### src/rtl/core/bmp_rpu_pkg.sv
`timescale 1ns / 1ps
// shared types, codes and scaling tables of the bmp row pixel unpacker
package bmp_rpu_pkg;

    localparam int CNT_W      = 13;
    localparam int COORD_W    = 12;
    localparam int LINE_W     = 15;
    localparam int CFG_DATA_W = 16;
    localparam int CFG_IDX_W  = 3;

    // operation codes of an input transaction
    localparam logic OP_PAL_WRITE  = 1'b0;
    localparam logic OP_PIXEL_DATA = 1'b1;

    // pixel format codes
    localparam logic [2:0] FMT_1BPP  = 3'd0;
    localparam logic [2:0] FMT_4BPP  = 3'd1;
    localparam logic [2:0] FMT_8BPP  = 3'd2;
    localparam logic [2:0] FMT_16BPP = 3'd3;
    localparam logic [2:0] FMT_24BPP = 3'd4;
    localparam logic [2:0] FMT_32BPP = 3'd5;

    // configuration register indexes
    localparam logic [CFG_IDX_W-1:0] CFG_PIXEL_FORMAT = 3'd0;
    localparam logic [CFG_IDX_W-1:0] CFG_IMAGE_WIDTH  = 3'd1;
    localparam logic [CFG_IDX_W-1:0] CFG_IMAGE_HEIGHT = 3'd2;
    localparam logic [CFG_IDX_W-1:0] CFG_TOP_DOWN     = 3'd3;
    localparam logic [CFG_IDX_W-1:0] CFG_RED_MASK     = 3'd4;
    localparam logic [CFG_IDX_W-1:0] CFG_GREEN_MASK   = 3'd5;
    localparam logic [CFG_IDX_W-1:0] CFG_BLUE_MASK    = 3'd6;

    localparam logic [15:0] RED_MASK_RST   = 16'h7C00;
    localparam logic [15:0] GREEN_MASK_RST = 16'h03E0;
    localparam logic [15:0] BLUE_MASK_RST  = 16'h001F;
    localparam logic [15:0] GREEN_MASK_565 = 16'h07E0;

    // how a pixel gets its color
    localparam logic [1:0] KIND_PALETTE = 2'd0;
    localparam logic [1:0] KIND_DIRECT  = 2'd1;
    localparam logic [1:0] KIND_MASKED  = 2'd2;

    typedef struct packed {
        logic        en;
        logic [7:0]  idx;
        logic [23:0] rgb;
    } t_pal_wr;

    typedef struct packed {
        logic [1:0]         kind;
        logic [7:0]         idx;
        logic [23:0]        direct;
        logic [COORD_W-1:0] column;
        logic [COORD_W-1:0] row;
        logic               last_of_run;
        logic               image_done;
    } t_pix;

    typedef struct packed {
        logic [2:0]        fmt;
        logic              fmt_ok;
        logic              top_down;
        logic [CNT_W-1:0]  width;
        logic [CNT_W-1:0]  width_m1;
        logic [CNT_W-1:0]  height_m1;
        logic [LINE_W-1:0] line_bytes;
    } t_geom;

    typedef struct packed {
        logic [15:0] red_mask;
        logic [15:0] green_mask;
        logic [15:0] blue_mask;
        logic [3:0]  red_sh;
        logic [3:0]  green_sh;
        logic [3:0]  blue_sh;
        logic        green6;
    } t_mask_cfg;

    typedef logic [31:0][7:0] t_scale5;
    typedef logic [63:0][7:0] t_scale6;

    function automatic t_scale5 build_scale5();
        t_scale5 t;
        for (int i = 0; i < 32; i++) begin
            t[i] = 8'((i * 255) / 31);
        end
        return t;
    endfunction

    function automatic t_scale6 build_scale6();
        t_scale6 t;
        for (int i = 0; i < 64; i++) begin
            t[i] = 8'((i * 255) / 63);
        end
        return t;
    endfunction

    localparam t_scale5 SCALE5 = build_scale5();
    localparam t_scale6 SCALE6 = build_scale6();

    // position of the lowest set bit, 0 for an empty mask
    function automatic logic [3:0] lsb_pos(input logic [15:0] m);
        logic [3:0] p;
        p = 4'd0;
        for (int i = 15; i >= 0; i--) begin
            if (m[i]) begin
                p = 4'(i);
            end
        end
        return p;
    endfunction

endpackage

### src/rtl/core/bmp_rpu_color.sv
`timescale 1ns / 1ps
// color select, 16 bpp channel scaling and the output register
module bmp_rpu_color
    import bmp_rpu_pkg::*;
(
    input  logic               i_clk,
    input  logic               i_rst_n,
    input  logic               i_pix_valid,
    input  t_pix               i_pix,
    input  logic               i_black,
    input  logic [23:0]        i_pal_rgb,
    input  t_mask_cfg          i_mask,
    output logic               o_take_free,
    output logic               o_valid,
    input  logic               i_stall,
    output logic [7:0]         o_red,
    output logic [7:0]         o_green,
    output logic [7:0]         o_blue,
    output logic [COORD_W-1:0] o_column,
    output logic [COORD_W-1:0] o_row,
    output logic               o_last_of_run,
    output logic               o_image_done
);

    logic               r_ov;
    logic [23:0]        r_rgb;
    logic [COORD_W-1:0] r_column;
    logic [COORD_W-1:0] r_row;
    logic               r_last;
    logic               r_done;

    logic [15:0] p;
    logic [15:0] rx;
    logic [15:0] gx;
    logic [15:0] bx;
    logic [7:0]  r8;
    logic [7:0]  g8;
    logic [7:0]  b8;
    logic [23:0] rgb;
    logic        take_free;

    function automatic logic [7:0] scale5(input logic [15:0] x);
        return (|x[15:5]) ? 8'd255 : SCALE5[x[4:0]];
    endfunction

    function automatic logic [7:0] scale6(input logic [15:0] x);
        return (|x[15:6]) ? 8'd255 : SCALE6[x[5:0]];
    endfunction

    always_comb begin
        p  = i_pix.direct[15:0];
        rx = (p & i_mask.red_mask) >> i_mask.red_sh;
        gx = (p & i_mask.green_mask) >> i_mask.green_sh;
        bx = (p & i_mask.blue_mask) >> i_mask.blue_sh;
        r8 = scale5(rx);
        g8 = i_mask.green6 ? scale6(gx) : scale5(gx);
        b8 = scale5(bx);
        case (i_pix.kind)
            KIND_PALETTE: rgb = i_black ? 24'd0 : i_pal_rgb;
            KIND_DIRECT:  rgb = i_pix.direct;
            KIND_MASKED:  rgb = {r8, g8, b8};
            default:      rgb = 24'd0;
        endcase
    end

    assign take_free   = !r_ov || !i_stall;
    assign o_take_free = take_free;

    always_ff @(posedge i_clk) begin
        if (!i_rst_n) begin
            r_ov <= 1'b0;
        end else if (take_free) begin
            r_ov <= i_pix_valid;
        end
    end

    always_ff @(posedge i_clk) begin
        if (take_free && i_pix_valid) begin
            r_rgb    <= rgb;
            r_column <= i_pix.column;
            r_row    <= i_pix.row;
            r_last   <= i_pix.last_of_run;
            r_done   <= i_pix.image_done;
        end
    end

    assign o_valid       = r_ov;
    assign o_red         = r_rgb[23:16];
    assign o_green       = r_rgb[15:8];
    assign o_blue        = r_rgb[7:0];
    assign o_column      = r_column;
    assign o_row         = r_row;
    assign o_last_of_run = r_last;
    assign o_image_done  = r_done;

endmodule

### config.mk
export PLATFORM = sky130hd
export DESIGN_NAME = bmp_rpu_color
export DESIGN_NICKNAME = d
export VERILOG_FILES = /design/src/rtl/core/bmp_rpu_pkg.sv /design/src/rtl/core/bmp_rpu_color.sv
export SDC_FILE = /design/constraint.sdc
export NUM_CORES = 1
export LEC_CHECK = 0
export ABC_AREA = 1
export CORE_MARGIN = 3
export CORE_UTILIZATION = 45
export CTS_BUF_LIST = sky130_fd_sc_hd__clkbuf_8
export CTS_CLUSTER_DIAMETER = 120
export DETAILED_ROUTE_END_ITERATION = 7
export DONT_BUFFER_PORTS = 1
export SKIP_LAST_GASP = 1
export SLEW_MARGIN = 25
export SYNTH_ARGS = -nofsm -noshare
export SYNTH_HDL_FRONTEND = slang
export SYNTH_SLANG_ARGS = --single-unit
export TNS_END_PERCENT = 100
### constraint.sdc
create_clock -name i_clk -period 6.9 [get_ports i_clk]
set_input_delay 0.345 -clock i_clk [delete_from_list [all_inputs] [get_ports i_clk]]
set_output_delay 0.345 -clock i_clk [all_outputs]
set_load 0.03 [all_outputs]
==> impl_results.md <==
- CTS H-tree lvls: 2
- Post-DP Area: 4720 sq um
- Post-Syn Instances: 741
- Slew margin rel.: 48.9%
- Mapped Nets: 891
- Worst-path cell chain: inv_2 -> nand3_1 -> nand2_1 -> nand2_1 -> nand2_1 -> nand2_1 -> nor2_1 -> nand2_2 -> a21oi_4 -> nand2_1 -> o211ai_1 -> nand3_1
- VDD IR max: 0.108 mV
- Ports: 202
- Final Skew: 0.00647 ns
- Routed WL: 15.6 mm
- Pre-Repair DR Iteration Count: 6
- WP data required: 6.93 ns
- Delay-heaviest family, CP: simple AND/OR/NAND/NOR gates
- Initial Utilization: 47.4%
- # diodes: 0
- Via Count: 5105
- Crit Path Category: in2reg
- Crit start category: input port
- Root Driver: clkbuf_8
- Drt via density: 5.99
- Post-CTS Hold Fix Bufs: 0
- Synth warnings: 0
- Sequential area share after synthesis: 32.1%
- Remaining Overflow, GRT: 0
- Input/output buffers: 0
- Max_cap viols: 0
- Min cycle time layout: 1.80 ns
- Fin crit share: 26.0%
- Hold Startpoint: i_pix[20]
- Reg clk slew, reported paths: 0.10 ns
- Dpl hpwl: 12.4 mm
- Worst path buffer plus inverter count: 1
- Longest Clk Path Bufs: 2
- Detailed Route Iter0 Violations: 429
- Hold crit path type: in2reg
- Vias in the first global route: 4584
- Sink Count: 51
- Fillers: 1069
- Setup bufs post-CTS: 0
- Core Region: 10000 sq um
- Full die area: 11800 sq um
- Worst setup EP type: flip-flop
- Critical Path Most Common Cell: nand2_1
- Worst-Margin Slew: 0.766 ns
- Number of synthesized register bits: 51
- CP peak stage delay: 0.24 ns
- Most frequent cells in the layout: 301 x nand2_1, 211 x nand3_1, 50 x edfxtp_1, 31 x inv_1, 22 x nor2_1
- First-pass GRT wire length: 23.8 mm
- Sequential cell area: 1520 sq um
- Pwr dens: 177 nW/um^2
- Placement Rows: 36
- Crit-path max FO: 18
- Die X: 109 um
- Multi-input logic area: 2850 sq um
- Setup TNS: 0 ns
- Nets@finish: 868
- Drt drc: 0
- Initial antenna violation count: 0
- Flop2flop setup slack: 5.39 ns
- WL/cell: 18.4 um
- R2R cell count: 2
- Total Routing Usage GR: 25.6%
- TritonCTS clock tree: done
- Share of cells above drive strength 1: 5.15%
- Number of buffers created by CTS: 5
- Most common cell after layout, fill and taps aside: nand2_1
- Worst Hold Path EP: o_column[6]
- CTS resizes: 0
- RSZ-0062 raised after global routing: false
- Synth unique cells: 35
- Final Wtd Congestion: 0.917
- Clock Latency Late Sink: 0.30 ns
- Smallest hold slack: 0.134 ns
- ANT nets after route: 0
- Lkg Pwr: 2.22 nW
- Worst path slowest cell: a21oi_4
- WP data arrival: 1.82 ns
- Reg2reg start: o_valid
- # setup viols final: 0
- Slew Limit Fails: 0
- Final hold violations: 0
- FF-to-FF End: r_rgb[13]
- Hold Path Cell Cnt: 0
- Fmax: 557 MHz
- Largest net degree at the start of global routing: 51
- Post-route cell area: 4840 sq um
- Outcome: complete, no violations
- Die Y: 109 um
- Synthesized area per cell: 6.40 sq um
- Area growth syn-to-layout: 2.03%
- Synthesized cell area: 4740 sq um
-- cell type report --
cell class,count,area share (%)
multi-input combinational,615,59.0
sequential,51,31.4
inverter,43,3.49
tap,133,3.44
clock buffer,5,1.42
clock inverter,3,0.956
timing repair buffer,2,0.310
-- per-layer routing --
metal  up-vias  share of wire, %  track usage (%)
met3        26               9.9             5.68
li1       2489                 -                -
met4         0               2.4             7.03
met2       248                49             44.0
met5         -                 0                0
met1      2342                39             32.4
-- cell usage after synthesis --
cell / n / share of area (%)
nand2_1: 301 / 24
nand3_1: 211 / 22
edfxtp_1: 50 / 32
inv_1: 31 / 2.5
nor2_1: 23 / 1.8
o21ai_1: 14 / 1.5
o211ai_1: 10 / 1.6
o21ai_0: 10 / 1.1
buf_2: 9 / 0.95
clkbuf_1: 9 / 0.71
buf_4: 7 / 1.1
inv_2: 7 / 0.55
a21oi_1: 6 / 0.63
buf_6: 6 / 1.4
nand2_2: 6 / 0.79
o2111ai_1: 6 / 1.1
a32oi_1: 5 / 0.92
nand4_1: 5 / 0.66
clkinv_1: 3 / 0.24
nand3_2: 3 / 0.63
a31oi_1: 2 / 0.26
and2_1: 2 / 0.26
nand3_4: 2 / 0.74
nand3b_1: 2 / 0.32
a21boi_0: 1 / 0.16
a21boi_2: 1 / 0.24
a21oi_4: 1 / 0.34
a32o_1: 1 / 0.21
buf_8: 1 / 0.32
dfxtp_1: 1 / 0.42
inv_4: 1 / 0.13
inv_6: 1 / 0.18
nor2_2: 1 / 0.13
o211ai_2: 1 / 0.26
o21ai_2: 1 / 0.18
-- state kept, by name (all words and copies together) (netlist names) --
signal / count
o_column: 12
o_image_done: 1
o_last_of_run: 1
o_row: 12
o_valid: 1
r_rgb: 24
-- where the power goes --
part	total, W	internal, W	leakage (nW)	switching [W]
clock network	0.000207	0.000109	0.0548	0.0000981
logic	0.000226	0.0000749	1.66	0.000151
registers	0.000425	0.000371	0.498	0.0000539
-- per-stage QoR --
step                std cells  total power [W]  setup WS [ns]  utilization, %
CTS                       852         0.000861           4.90            48.4
detailed placement        844         0.000656           4.59            47.2
global placement          844         0.000651           4.60            47.2
finish                    852         0.000858           5.10            48.4
global route              852         0.000912           4.91            48.4
floorplan                 741         0.000626           3.56               -
-- worst max-delay path by stage --
stage          startpoint     endpoint  slack (ns)  cells after the start
2_1_floorplan     o_valid  o_column[0]        3.56                      1
3_3_place_gp    i_pix[59]     r_rgb[5]        4.60                      4
3_5_place_dp    i_pix[59]     r_rgb[9]        4.59                      6
4_1_cts         i_pix[59]     r_rgb[9]        4.90                      6
5_1_grt         i_mask[1]     r_rgb[0]        4.91                     16
6_report        i_mask[6]    r_rgb[14]        5.10                     12
-- cells by family (layout without fill, tap and decap cells) --
family | after synthesis | after routing | share of synthesized area (%)
buffers and inverters | 75 | 53 | 8.07
flip-flops | 51 | 51 | 32.1
AND/OR/NAND/NOR | 556 | 556 | 51.4
AO/OA/AOI/OAI | 59 | 59 | 8.44
(Power assumes the default switching activity.)
