File: src/rtl/core/bmp_rpu_pkg.sv
`timescale 1ns / 1ps
// shared types, codes and scaling tables of the bmp row pixel unpacker
package bmp_rpu_pkg;

    localparam int CNT_W      = 13;
    localparam int COORD_W    = 12;
    localparam int LINE_W     = 15;
    localparam int CFG_DATA_W = 16;
    localparam int CFG_IDX_W  = 3;

    // operation codes of an input transaction
    localparam logic OP_PAL_WRITE  = 1'b0;
    localparam logic OP_PIXEL_DATA = 1'b1;

    // pixel format codes
    localparam logic [2:0] FMT_1BPP  = 3'd0;
    localparam logic [2:0] FMT_4BPP  = 3'd1;
    localparam logic [2:0] FMT_8BPP  = 3'd2;
    localparam logic [2:0] FMT_16BPP = 3'd3;
    localparam logic [2:0] FMT_24BPP = 3'd4;
    localparam logic [2:0] FMT_32BPP = 3'd5;

    // configuration register indexes
    localparam logic [CFG_IDX_W-1:0] CFG_PIXEL_FORMAT = 3'd0;
    localparam logic [CFG_IDX_W-1:0] CFG_IMAGE_WIDTH  = 3'd1;
    localparam logic [CFG_IDX_W-1:0] CFG_IMAGE_HEIGHT = 3'd2;
    localparam logic [CFG_IDX_W-1:0] CFG_TOP_DOWN     = 3'd3;
    localparam logic [CFG_IDX_W-1:0] CFG_RED_MASK     = 3'd4;
    localparam logic [CFG_IDX_W-1:0] CFG_GREEN_MASK   = 3'd5;
    localparam logic [CFG_IDX_W-1:0] CFG_BLUE_MASK    = 3'd6;

    localparam logic [15:0] RED_MASK_RST   = 16'h7C00;
    localparam logic [15:0] GREEN_MASK_RST = 16'h03E0;
    localparam logic [15:0] BLUE_MASK_RST  = 16'h001F;
    localparam logic [15:0] GREEN_MASK_565 = 16'h07E0;

    // how a pixel gets its color
    localparam logic [1:0] KIND_PALETTE = 2'd0;
    localparam logic [1:0] KIND_DIRECT  = 2'd1;
    localparam logic [1:0] KIND_MASKED  = 2'd2;

    typedef struct packed {
        logic        en;
        logic [7:0]  idx;
        logic [23:0] rgb;
    } t_pal_wr;

    typedef struct packed {
        logic [1:0]         kind;
        logic [7:0]         idx;
        logic [23:0]        direct;
        logic [COORD_W-1:0] column;
        logic [COORD_W-1:0] row;
        logic               last_of_run;
        logic               image_done;
    } t_pix;

    typedef struct packed {
        logic [2:0]        fmt;
        logic              fmt_ok;
        logic              top_down;
        logic [CNT_W-1:0]  width;
        logic [CNT_W-1:0]  width_m1;
        logic [CNT_W-1:0]  height_m1;
        logic [LINE_W-1:0] line_bytes;
    } t_geom;

    typedef struct packed {
        logic [15:0] red_mask;
        logic [15:0] green_mask;
        logic [15:0] blue_mask;
        logic [3:0]  red_sh;
        logic [3:0]  green_sh;
        logic [3:0]  blue_sh;
        logic        green6;
    } t_mask_cfg;

    typedef logic [31:0][7:0] t_scale5;
    typedef logic [63:0][7:0] t_scale6;

    function automatic t_scale5 build_scale5();
        t_scale5 t;
        for (int i = 0; i < 32; i++) begin
            t[i] = 8'((i * 255) / 31);
        end
        return t;
    endfunction

    function automatic t_scale6 build_scale6();
        t_scale6 t;
        for (int i = 0; i < 64; i++) begin
            t[i] = 8'((i * 255) / 63);
        end
        return t;
    endfunction

    localparam t_scale5 SCALE5 = build_scale5();
    localparam t_scale6 SCALE6 = build_scale6();

    // position of the lowest set bit, 0 for an empty mask
    function automatic logic [3:0] lsb_pos(input logic [15:0] m);
        logic [3:0] p;
        p = 4'd0;
        for (int i = 15; i >= 0; i--) begin
            if (m[i]) begin
                p = 4'(i);
            end
        end
        return p;
    endfunction

endpackage

File: src/rtl/core/bmp_rpu_expand.sv
`timescale 1ns / 1ps
// input stage: holds one transaction and issues palette writes and pixels
module bmp_rpu_expand
    import bmp_rpu_pkg::*;
(
    input  logic        i_clk,
    input  logic        i_rst_n,
    input  logic        i_valid,
    output logic        o_stall,
    input  logic        i_operation,
    input  logic [7:0]  i_palette_index,
    input  logic [7:0]  i_palette_red,
    input  logic [7:0]  i_palette_green,
    input  logic [7:0]  i_palette_blue,
    input  logic [7:0]  i_data_byte,
    input  logic        i_restart,
    input  t_geom       i_geom,
    input  logic        i_s2_free,
    output logic        o_pix_valid,
    output t_pix        o_pix,
    output t_pal_wr     o_pal_wr
);

    logic              r_xv;
    logic              r_op;
    logic [7:0]        r_pidx;
    logic [23:0]       r_prgb;
    logic [7:0]        r_byte;
    logic [2:0]        r_sub;
    logic [CNT_W-1:0]  r_col;
    logic [CNT_W-1:0]  r_row;
    logic [LINE_W-1:0] r_rbc;
    logic [23:0]       r_gather;
    logic [1:0]        r_bip;

    logic [2:0]        n_sub;
    logic [CNT_W-1:0]  n_col;
    logic [CNT_W-1:0]  n_row;
    logic [LINE_W-1:0] n_rbc;
    logic [23:0]       n_gather;
    logic [1:0]        n_bip;

    logic              in_row;
    logic              data_ok;
    logic              gathering;
    logic              complete;
    logic              emit;
    logic              last_pix;
    logic              fin;
    logic              fire;
    logic              row_end;
    logic              accept;
    logic [2:0]        bip_inc;
    logic [2:0]        need;
    logic [23:0]       fg;
    logic [7:0]        idx;
    logic [1:0]        kind;
    logic [23:0]       direct;
    logic [LINE_W:0]   rbc_inc;
    logic [CNT_W-1:0]  y;

    always_comb begin
        in_row    = r_col < i_geom.width;
        data_ok   = r_xv && (r_op == OP_PIXEL_DATA) && i_geom.fmt_ok;
        gathering = (i_geom.fmt == FMT_16BPP) || (i_geom.fmt == FMT_24BPP)
                    || (i_geom.fmt == FMT_32BPP);
        bip_inc   = {1'b0, r_bip} + 3'd1;
        fg        = r_gather;
        // the fourth byte of a 32 bpp pixel is dropped
        if (r_bip != 2'd3) begin
            fg = r_gather | (24'(r_byte) << {r_bip, 3'b000});
        end
        case (i_geom.fmt)
            FMT_16BPP: need = 3'd2;
            FMT_24BPP: need = 3'd3;
            default:   need = 3'd4;
        endcase
        complete = bip_inc >= need;

        emit     = 1'b0;
        last_pix = 1'b1;
        idx      = r_byte;
        kind     = KIND_PALETTE;
        direct   = fg;
        case (i_geom.fmt)
            FMT_1BPP: begin
                emit     = in_row;
                idx      = {7'd0, r_byte[~r_sub]};
                last_pix = (r_sub == 3'd7) || (r_col == i_geom.width_m1);
            end
            FMT_4BPP: begin
                emit     = in_row;
                idx      = r_sub[0] ? {4'd0, r_byte[3:0]} : {4'd0, r_byte[7:4]};
                last_pix = r_sub[0] || (r_col == i_geom.width_m1);
            end
            FMT_8BPP: begin
                emit = in_row;
            end
            FMT_16BPP: begin
                emit   = in_row && complete;
                kind   = KIND_MASKED;
                direct = {8'd0, fg[15:0]};
            end
            default: begin
                emit = in_row && complete;
                kind = KIND_DIRECT;
            end
        endcase
        emit = emit && data_ok;
        fin  = !emit || last_pix;
        fire = r_xv && (!emit || i_s2_free);

        rbc_inc = {1'b0, r_rbc} + 1'b1;
        row_end = rbc_inc >= {1'b0, i_geom.line_bytes};
        y       = i_geom.top_down ? r_row : (i_geom.height_m1 - r_row);

        n_sub    = r_sub;
        n_col    = r_col;
        n_row    = r_row;
        n_rbc    = r_rbc;
        n_gather = r_gather;
        n_bip    = r_bip;
        if (fire && data_ok) begin
            if (emit) begin
                n_col = r_col + 1'b1;
            end
            n_sub = fin ? 3'd0 : (r_sub + 3'd1);
            if (fin) begin
                if (in_row && gathering) begin
                    if (complete) begin
                        n_gather = 24'd0;
                        n_bip    = 2'd0;
                    end else begin
                        n_gather = fg;
                        n_bip    = bip_inc[1:0];
                    end
                end
                // padding done: next row
                if (row_end) begin
                    n_rbc    = '0;
                    n_col    = '0;
                    n_gather = 24'd0;
                    n_bip    = 2'd0;
                    n_row    = (r_row == i_geom.height_m1) ? '0 : (r_row + 1'b1);
                end else begin
                    n_rbc = rbc_inc[LINE_W-1:0];
                end
            end
        end
    end

    assign o_stall = !i_rst_n || (r_xv && !(fire && fin));
    assign accept  = i_valid && !o_stall;

    assign o_pix_valid        = fire && emit;
    assign o_pix.kind         = kind;
    assign o_pix.idx          = idx;
    assign o_pix.direct       = direct;
    assign o_pix.column       = r_col[COORD_W-1:0];
    assign o_pix.row          = y[COORD_W-1:0];
    assign o_pix.last_of_run  = last_pix;
    assign o_pix.image_done   = (r_col == i_geom.width_m1) && (r_row == i_geom.height_m1);

    assign o_pal_wr.en  = r_xv && (r_op == OP_PAL_WRITE);
    assign o_pal_wr.idx = r_pidx;
    assign o_pal_wr.rgb = r_prgb;

    always_ff @(posedge i_clk) begin
        if (!i_rst_n) begin
            r_xv     <= 1'b0;
            r_sub    <= 3'd0;
            r_col    <= '0;
            r_row    <= '0;
            r_rbc    <= '0;
            r_gather <= 24'd0;
            r_bip    <= 2'd0;
        end else begin
            if (i_restart) begin
                r_sub    <= 3'd0;
                r_col    <= '0;
                r_row    <= '0;
                r_rbc    <= '0;
                r_gather <= 24'd0;
                r_bip    <= 2'd0;
            end else begin
                r_sub    <= n_sub;
                r_col    <= n_col;
                r_row    <= n_row;
                r_rbc    <= n_rbc;
                r_gather <= n_gather;
                r_bip    <= n_bip;
            end
            if (accept) begin
                r_xv <= 1'b1;
            end else if (fire && fin) begin
                r_xv <= 1'b0;
            end
        end
    end

    always_ff @(posedge i_clk) begin
        if (accept) begin
            r_op   <= i_operation;
            r_pidx <= i_palette_index;
            r_prgb <= {i_palette_red, i_palette_green, i_palette_blue};
            r_byte <= i_data_byte;
        end
    end

endmodule

File: config.mk
export PLATFORM = sky130hd
export DESIGN_NAME = bmp_rpu_expand
export DESIGN_NICKNAME = d
export VERILOG_FILES = /design/src/rtl/core/bmp_rpu_pkg.sv /design/src/rtl/core/bmp_rpu_expand.sv
export SDC_FILE = /design/constraint.sdc
export NUM_CORES = 1
export LEC_CHECK = 0
export BUFFER_PORTS_ARGS = -buffer_cell sky130_fd_sc_hd__buf_2
export CORE_MARGIN = 2
export CORE_UTILIZATION = 45
export CTS_BUF_LIST = sky130_fd_sc_hd__clkbuf_4
export DETAILED_ROUTE_END_ITERATION = 16
export PLACE_DENSITY = 0.71
export SETUP_SLACK_MARGIN = 0.3
export SLEW_MARGIN = 40
export SYNTH_ARGS = -nofsm -noshare
export SYNTH_HDL_FRONTEND = slang
export SYNTH_SLANG_ARGS = --single-unit
File: constraint.sdc
create_clock -name i_clk -period 5.14 [get_ports i_clk]
set_clock_uncertainty 0.05 [all_clocks]
set_input_delay 0.771 -clock i_clk [delete_from_list [all_inputs] [get_ports i_clk]]
set_output_delay 0.771 -clock i_clk [all_outputs]
set_load 0.01 [all_outputs]
==> reports/metrics.cfg, run 1 <==
[route]
firstDrtPassIters=5
via_per_inst=5.48
totalWireLength_mm=18.0
post_drt_wl_per_cell_microns=15.6
post-route-drc-count=0
drtIter0Drc=366
dr_total_vias=6296
ant_nets=0

[timing]
tightestPinTransition_ns=0.848
final_max_slew_viol_count=0
post-route-period-util_pct=84.5
setup_tns_ns=0
holdWs_ns=0.362
fin_crit_ns=4.34
rsz0062_at_grt=false
fmax_ghz=0.230
finalHoldViolCount=0
setup_viol=0
worst_slack_ns=0.798
relSlewSlack_pct=43.5

[placed_design]
post-place-ws_ns=0.916
gp_congestion=0.853
dp_hpwl_mm=13.6
portBuffers=199
dpl.cell_count=1129

[grt]
grt_max_degree=42
grt-ovfl-total=0
grt_usage_pct=21.5
grt_pass1_vias=5874
grt_first_pass_wirelength_mm=28.7
grt_antenna_before_repair=3

[cts]
cts_max_level=3
cts_root_buf=clkbuf_4
clockBufferDepth=2
clkLatencyLatePin_ns=0.51
cts-buffers-inserted=9
post-cts-setup-buffers=0
clk_pin_slew_ns=0.20
cts_hold_buf=0
cts_resized=0
cts_num_sinks=112
cts_tree=built

[floorplan]
fp.dieW_microns=129
coreArea_sq_mm=0.0152
start_util_pct=46.1
rows=45
dieArea_sq_mm=0.0166
die_y_microns=129
io_pins=200

[worst_setup_path]
cp.depth=15
startpoint_type=flip-flop
endpoint=r_gather[23]
r2r_slack_ns=0.80
required_ns=5.53
crit_path_start=r_rbc[0]
r2r_start=r_rbc[0]
arrival_ns=4.74
r2r_cells=15
crit_type=flip-flop to flip-flop
cp_cell_sequence=ha_1 > and3_1 > nand3_1 > nor2_1 > and3_1 > nand3_1 > xnor2_1 > ha_1 > a21o_1 > a21o_1 > a41oi_1 > o21a_1 > and2_1 > o41ai_4 > nor2_1
cp_num_buf_inv=0
critPathTopFamily=simple AND/OR/NAND/NOR gates
endpoint_kind=flip-flop
path_max_fanout=19
crit_path_top_delay_cell=and2_1
r2r_end=r_gather[23]
cpPeakStageDelay_ns=0.75

[synth]
synth_top_family_by_area=simple AND/OR/NAND/NOR gates
yosys_warnings=0
synthSimpleGateAreaFrac_pct=20.1
synthArstFlopShare_pct=0
synthXorXnorAreaFrac_pct=5.74
synthAdderAreaFrac_pct=8.67
yosysUniqueCellTypes=57
synth-main-ff-cell=dfxtp_1
synth_most_common_cell=nor2_1
synth_largest_area_cell=dfxtp_1
synth_fp_nets=937
synth_compound_area_share_pct=16.4
yosys-top-cells-area=dfxtp_1 (20%), edfxtp_1 (18%), ha_1 (8.4%), nor2_1 (4.0%), mux2i_1 (3.6%)
netlist.area_leader.share_pct=20.3
ys_ff_latch=112
synthTopCellsByCount=nor2_1 (75), dfxtp_1 (71), inv_1 (51)
synth_edf_count=41
syn_area_sq_mm=0.00701
syn_avg_cell_area_sq_um=8.95
syn_inst=784
synth-seq-area-share_pct=37.8
synth_mux_area_share_pct=4.21

[min_path]
hold_path.class=primary input to flip-flop
hold_depth=1

[final_layout]
layout-drive-gt1-share_pct=25.2
area_growth_pct=17.5
final_cells=1149
nFillCells=1456
nNetsFinal=1106

[power_and_ir_drop]
ir_drop_mv=0.211
power.density_mw_per_mm2=199
power_mw=1.64
p_leak_nw=3.64

[run_status]
status=finished clean

[run]
maxCapViolCount=0

-- power breakdown --
| group | leakage, nW | internal [mW] | switching (mW) | total (mW) |
|---|---|---|---|---|
| sequential | 0.956 | 0.937 | 0.00893 | 0.946 |
| clock | 0.0841 | 0.127 | 0.348 | 0.475 |
| combinational | 2.60 | 0.0918 | 0.122 | 0.214 |
| total | 3.64 | 1.16 | 0.480 | 1.64 |
-- worst reg2reg max path, stage by stage (launching register included) --
cell	delay, ns
dfxtp_1	0.43
ha_1	0.23
and3_1	0.25
nand3_1	0.20
nor2_1	0.29
and3_1	0.23
nand3_1	0.17
xnor2_1	0.17
ha_1	0.18
a21o_1	0.17
a21o_1	0.18
a41oi_1	0.23
o21a_1	0.40
and2_1	0.75
o41ai_4	0.20
nor2_1	0.14
-- cell families after synthesis --
logic type | count (synthesis)
flip-flops | 112
buffers and inverters | 105
XOR/XNOR | 46
adder cells (fa/ha/maj) | 48
multiplexers | 27
AO/OA/AOI/OAI | 164
AND/OR/NAND/NOR | 282
-- registers in the layout, summed over array words and instances, names as in the netlist, 2 cells and up --
name	flops
r_pidx	8
r_row	13
r_rbc	15
r_byte	8
r_gather	24
r_bip	2
r_col	13
r_prgb	24
r_sub	3
-- final cells by class --
| class | instances | area [sq um] | share of cell area (%) |
|---|---|---|---|
| well taps | 188 | 235 | 2.85 |
| inverters | 51 | 191 | 2.32 |
| clock buffers | 9 | 67.6 | 0.820 |
| repair buffers | 212 | 1100 | 13.3 |
| multi-input cells | 567 | 3900 | 47.3 |
| diodes | 3 | 7.51 | 0.0911 |
| flip-flops and latches | 112 | 2650 | 32.2 |
| clock inverters | 7 | 88.8 | 1.08 |
-- layout by cell type (no fill, tap or decap), types with 7 or more instances in the layout --
cell / count
a21o_1: 22
a21oi_1: 32
a41oi_1: 9
and2_1: 13
and3_1: 17
buf_2: 199
buf_4: 12
clkbuf_4: 9
dfxtp_1: 71
edfxtp_1: 41
ha_1: 47
inv_1: 51
mux2i_1: 25
nand2_1: 49
nand3_1: 40
nand4_1: 32
nor2_1: 75
nor2b_1: 13
nor3_1: 14
nor4_1: 8
o21a_1: 7
o21ai_0: 30
o311ai_0: 9
o31ai_1: 18
o41ai_1: 8
xnor2_1: 23
xor2_1: 23
-- layer usage --
metal | share of wire [%] | up-vias | wire length [microns] | track usage (%)
li1 | - | 3183 | - | -
met1 | 46 | 2886 | 8180 | 28.3
met5 | 0 | - | 0 | 0
met3 | 7.1 | 31 | 1280 | 6.40
met2 | 45 | 196 | 8030 | 33.8
met4 | 2.6 | 0 | 464 | 7.54
-- stage by stage --
| stage | utilization [%] | area (sq um) |
|---|---|---|
| 6_report | 54.2 | 8240 |
| 3_5_place_dp | 53.0 | 8060 |
| 4_1_cts | 54.1 | 8220 |
| 3_3_place_gp | 52.9 | 8050 |
| 5_1_grt | 54.2 | 8240 |
| 2_1_floorplan | - | 7010 |
-- how the worst min path moves through the flow --
| stage | slack (ns) | end | startpoint |
|---|---|---|---|
| 6_report | 0.36 | r_prgb[4] | i_palette_blue[4] |
| 5_1_grt | 0.32 | r_prgb[10] | i_palette_green[2] |
| 4_1_cts | 0.33 | r_prgb[7] | i_palette_blue[7] |
| 3_5_place_dp | 0.40 | r_gather[4] | r_gather[4] |
| 3_3_place_gp | 0.39 | r_gather[15] | r_gather[15] |
| 2_1_floorplan | 0.38 | r_gather[0] | r_gather[0] |
No activity file was read; power rests on OpenSTA's default activity.
==> inputs of run 2 (changes only) <==
==> constraint.sdc (replaced) <==
create_clock -name i_clk -period 4.52 [get_ports i_clk]
set_clock_uncertainty 0.05 [all_clocks]
set_input_delay 0.678 -clock i_clk [delete_from_list [all_inputs] [get_ports i_clk]]
set_output_delay 0.678 -clock i_clk [all_outputs]
set_load 0.01 [all_outputs]
==> reports/metrics.cfg, run 2 (synthesis results as in run 1) <==
[worst_setup_path]
required_ns=3.79
cpPeakStageDelay_ns=0.47
crit_path_top_delay_cell=dfxtp_1
arrival_ns=3.20
endpoint_kind=output pin
cp_cell_sequence=inv_1 > ha_1 > nor2b_1 > o31a_1 > o41ai_2 > o21ai_0 > o41ai_1 > mux2i_1 > xnor2_1 > buf_2
r2r_cells=16
crit_type=flip-flop to output pin
startpoint_type=flip-flop
path_max_fanout=5
r2r_slack_ns=0.59

[placed_design]
post-place-ws_ns=0.420
dp_hpwl_mm=13.5
gp_congestion=0.864
portBuffers=199
place_area_sq_mm=0.00810

[route]
drtIter0Drc=435
via_per_inst=5.51
firstDrtPassIters=5
post_drt_wl_per_cell_microns=15.6
dr_total_vias=6337
post-route-drc-count=0
totalWireLength_mm=17.9
ant_nets=0

[cts]
cts_hold_buf=0
clkLatencyLatePin_ns=0.50
cts_tree=built
clk_pin_slew_ns=0.20
cts-buffers-inserted=9
cts_num_sinks=112
cts_root_buf=clkbuf_4
clockBufferDepth=2
cts_max_level=3

[power_and_ir_drop]
p_leak_nw=3.66
ir_drop_mv=0.308
power.density_mw_per_mm2=225

[final_layout]
layout-drive-gt1-share_pct=25.8
nNetsFinal=1109
fin_util_pct=54.4
final_cell_mix=buf_2 (199), nor2_1 (75), dfxtp_1 (71), inv_1 (51), nand2_1 (49)
layout_commonest_cell=buf_2
area_growth_pct=18.0
reg_top3=r_gather: 24 flops, r_prgb: 24 flops, r_rbc: 15 flops
final_area_sq_mm=0.00828

[timing]
fmax_ghz=0.254
holdWs_ns=0.284
relSlewSlack_pct=57.4
rsz0062_at_grt=true
final_max_slew_viol_count=0
finalHoldViolCount=0
setup_viol=0
setup_tns_ns=0
tightestPinTransition_ns=0.632
post-route-period-util_pct=87.0
fin_crit_ns=3.93
worst_slack_ns=0.588

[min_path]
hold_depth=1
hold_path.class=primary input to flip-flop

[floorplan]
fp.dieW_microns=129
start_util_pct=46.1
die_y_microns=129
dieArea_sq_mm=0.0166
rows=45
io_pins=200
coreArea_sq_mm=0.0152

[grt]
grt_first_pass_wirelength_mm=29.0
grt_antenna_before_repair=2
grt_max_degree=53
grt_usage_pct=21.8
grt-ovfl-total=0
grt_pass1_vias=5918

[run_status]
status=finished clean

[run]
maxCapViolCount=0

[run 2: routing by layer]
| metal | up-vias | part of all wire [%] | routed length (microns) | global-route usage (%) |
|---|---|---|---|---|
| met2 | 203 | 46 | 8290 | 35.5 |
| met3 | 13 | 6.7 | 1210 | 6.44 |
| met4 | 2 | 0.93 | 167 | 4.67 |
| met1 | 2927 | 46 | 8260 | 28.8 |
| met5 | - | 0.061 | 11 | 0 |
| li1 | 3192 | - | - | - |
[run 2: layout make-up]
cell class	instances	area [sq um]
Fill cell	1454	6930
Multi-Input combinational cell	567	3910
Sequential cell	112	2650
Timing Repair Buffer	215	1120
Tap cell	188	235
Inverter	51	191
Clock inverter	7	90.1
Clock buffer	9	67.6
Antenna cell	1	2.50
[run 2: repair_timing]
| action | 4_1_cts | 5_1_grt |
|---|---|---|
| endpoints found under the setup margin | 0 | 29 |
| buffers inserted | 0 | 0 |
| resized for setup | 0 | 4 |
[run 2: path summary, 6_finish.rpt]
check / start / endpoint
setup / recovery: r_row[1] / o_pix[13]
hold / removal: i_palette_green[5] / r_prgb[13]
setup reg to reg: r_rbc[0] / r_gather[9]
hold reg to reg: r_gather[10] / r_gather[10]
[run 2: critical path: cells and delay by family (launching register included)]
family	cells	cell delay, ns
buffers and inverters	2	0.23
flip-flops	1	0.47
multiplexers	1	0.27
adder cells (fa/ha/maj)	1	0.29
AO/OA/AOI/OAI	4	1.17
XOR/XNOR	1	0.13
AND/OR/NAND/NOR	1	0.15
[run 2: where the power goes]
part | leakage [nW] | internal [mW] | switching (mW)
logic | 2.62 | 0.106 | 0.139
clock network | 0.0854 | 0.148 | 0.394
registers | 0.956 | 1.07 | 0.00974
[run 2: through the flow]
| stage | instances | power [mW] |
|---|---|---|
| 2_1_floorplan | 784 | 1.23 |
| 3_3_place_gp | 1131 | 1.34 |
| 3_5_place_dp | 1133 | 1.34 |
| 4_1_cts | 1149 | 1.89 |
| 5_1_grt | 1150 | 1.94 |
| 6_report | 1150 | 1.86 |
==> inputs of run 3 (changes only) <==
--- a/config.mk
+++ b/config.mk
@@ -5,7 +5,7 @@
 export SDC_FILE = /design/constraint.sdc
 export NUM_CORES = 1
 export LEC_CHECK = 0
-export BUFFER_PORTS_ARGS = -buffer_cell sky130_fd_sc_hd__buf_2
+export BUFFER_PORTS_ARGS = -buffer_cell sky130_fd_sc_hd__buf_4
 export CORE_MARGIN = 2
 export CORE_UTILIZATION = 45
 export CTS_BUF_LIST = sky130_fd_sc_hd__clkbuf_4
==> reports/metrics.cfg, run 3 (synthesis results as in run 1) <==
[run_status]
status=finished clean

[cts]
cts_num_sinks=112
clkLatencyLatePin_ns=0.50
clk_pin_slew_ns=0.19
cts_tree=built
cts-buffers-inserted=9
cts_root_buf=clkbuf_4
cts_max_level=3
clockBufferDepth=2
cts_hold_buf=0

[placed_design]
portBuffers=199
dp_hpwl_mm=13.9
gp_congestion=0.858
post-place-ws_ns=0.570

[timing]
setup_tns_ns=0
fmax_ghz=0.254
setup_viol=0
final_max_slew_viol_count=0
tightestPinTransition_ns=0.593
worst_slack_ns=0.589
relSlewSlack_pct=60.3
fin_crit_ns=3.93
finalHoldViolCount=0
rsz0062_at_grt=false
post-route-period-util_pct=87.0

[route]
post_drt_wl_per_cell_microns=16.0
totalWireLength_mm=18.5
firstDrtPassIters=5
drtIter0Drc=525
post-route-drc-count=0
via_per_inst=5.53
ant_nets=0
dr_total_vias=6390

[worst_setup_path]
crit_type=flip-flop to flip-flop
r2r_start=r_rbc[0]
r2r_end=r_gather[16]
endpoint_kind=flip-flop
startpoint_type=flip-flop
arrival_ns=4.28
required_ns=4.87
r2r_slack_ns=0.59
r2r_cells=16
path_max_fanout=19

[min_path]
min_delay_worst_endpoint=r_pidx[0]
hold_depth=1
hold_path.class=primary input to flip-flop
hp-start=i_palette_index[0]

[grt]
grt-ovfl-total=0
grt_usage_pct=22.2
grt_max_degree=42
grt_pass1_vias=5846
grt_first_pass_wirelength_mm=29.3
grt_antenna_before_repair=1

[floorplan]
start_util_pct=46.1
io_pins=200
rows=45
die_y_microns=129
fp.dieW_microns=129
coreArea_sq_mm=0.0152
dieArea_sq_mm=0.0166

[power_and_ir_drop]
ir_drop_mv=0.271
p_leak_nw=3.82
power.density_mw_per_mm2=213

[final_layout]
final_cell_mix=buf_4 (216), nor2_1 (74), dfxtp_1 (71), inv_1 (51), nand2_1 (49)
reg_top3=r_gather: 24 flops, r_prgb: 24 flops, r_rbc: 15 flops
layout_commonest_cell=buf_4
fin_util_pct=58.0
nNetsFinal=1114
area_growth_pct=25.7
layout-drive-gt1-share_pct=26.2

[run]
maxCapViolCount=0

run 3: cell type report:
type | instances | area (sq um)
clock buffers | 9 | 67.6
diodes | 1 | 2.50
repair buffers | 220 | 1670
well taps | 188 | 235
fillers | 1404 | 6380
multi-input cells | 567 | 3920
inverters | 51 | 191
clock inverters | 7 | 78.8
flip-flops and latches | 112 | 2650
run 3: how the worst max path moves through the flow:
stage | startpoint | end | slack, ns | cells past startpoint
final | r_rbc[0] | r_gather[16] | 0.59 | 16
after global routing | r_rbc[0] | r_gather[16] | 0.29 | 16
after CTS | r_row[1] | o_pix[13] | 0.39 | 10
after detailed placement | r_rbc[0] | r_row[6] | 0.57 | 14
after global placement | r_rbc[0] | r_gather[6] | 0.48 | 14
after floorplan | i_geom[58] | r_byte[0] | 0.70 | 12
run 3: where the power goes:
group / switching, mW / internal [mW]
logic: 0.142 / 0.150
clock network: 0.375 / 0.135
registers: 0.0107 / 1.07
total: 0.527 / 1.35
run 3: per-layer routing:
metal	GRT usage, %	vias up	wire length [microns]
li1	-	3197	-
met1	29.8	2911	8110
met2	34.6	256	8400
met3	6.78	26	1600
met4	6.65	0	349
met5	0	-	0
run 3: timing repair:
action                     4_1_cts  5_1_grt
buffers inserted                 0        2
setup endpoints to repair        0       27
gates resized for setup          0        4
run 3: critical path, stage by stage, from the launching register on:
cell and delay (ns):
dfxtp_1 0.43, ha_1 0.23, and3_1 0.24, nand3_1 0.20, nor2_2 0.24, nand3_1 0.19
xnor2_1 0.17, ha_1 0.27, nand2_1 0.07, o21ai_0 0.25, o2111ai_1 0.19, o21a_2 0.30
and2_1 0.18, buf_4 0.20, o41ai_4 0.37, buf_4 0.21, nor2_1 0.05
run 3: metrics by stage:
step | instance area (sq um) | hold slack (ns) | cells | power [mW]
after floorplan | 7010 | 0.385 | 784 | 1.23
after global placement | 8570 | 0.391 | 1132 | 1.38
after detailed placement | 8640 | 0.397 | 1136 | 1.39
after CTS | 8780 | 0.241 | 1152 | 1.90
after global routing | 8820 | 0.234 | 1155 | 1.96
final | 8820 | 0.286 | 1155 | 1.88
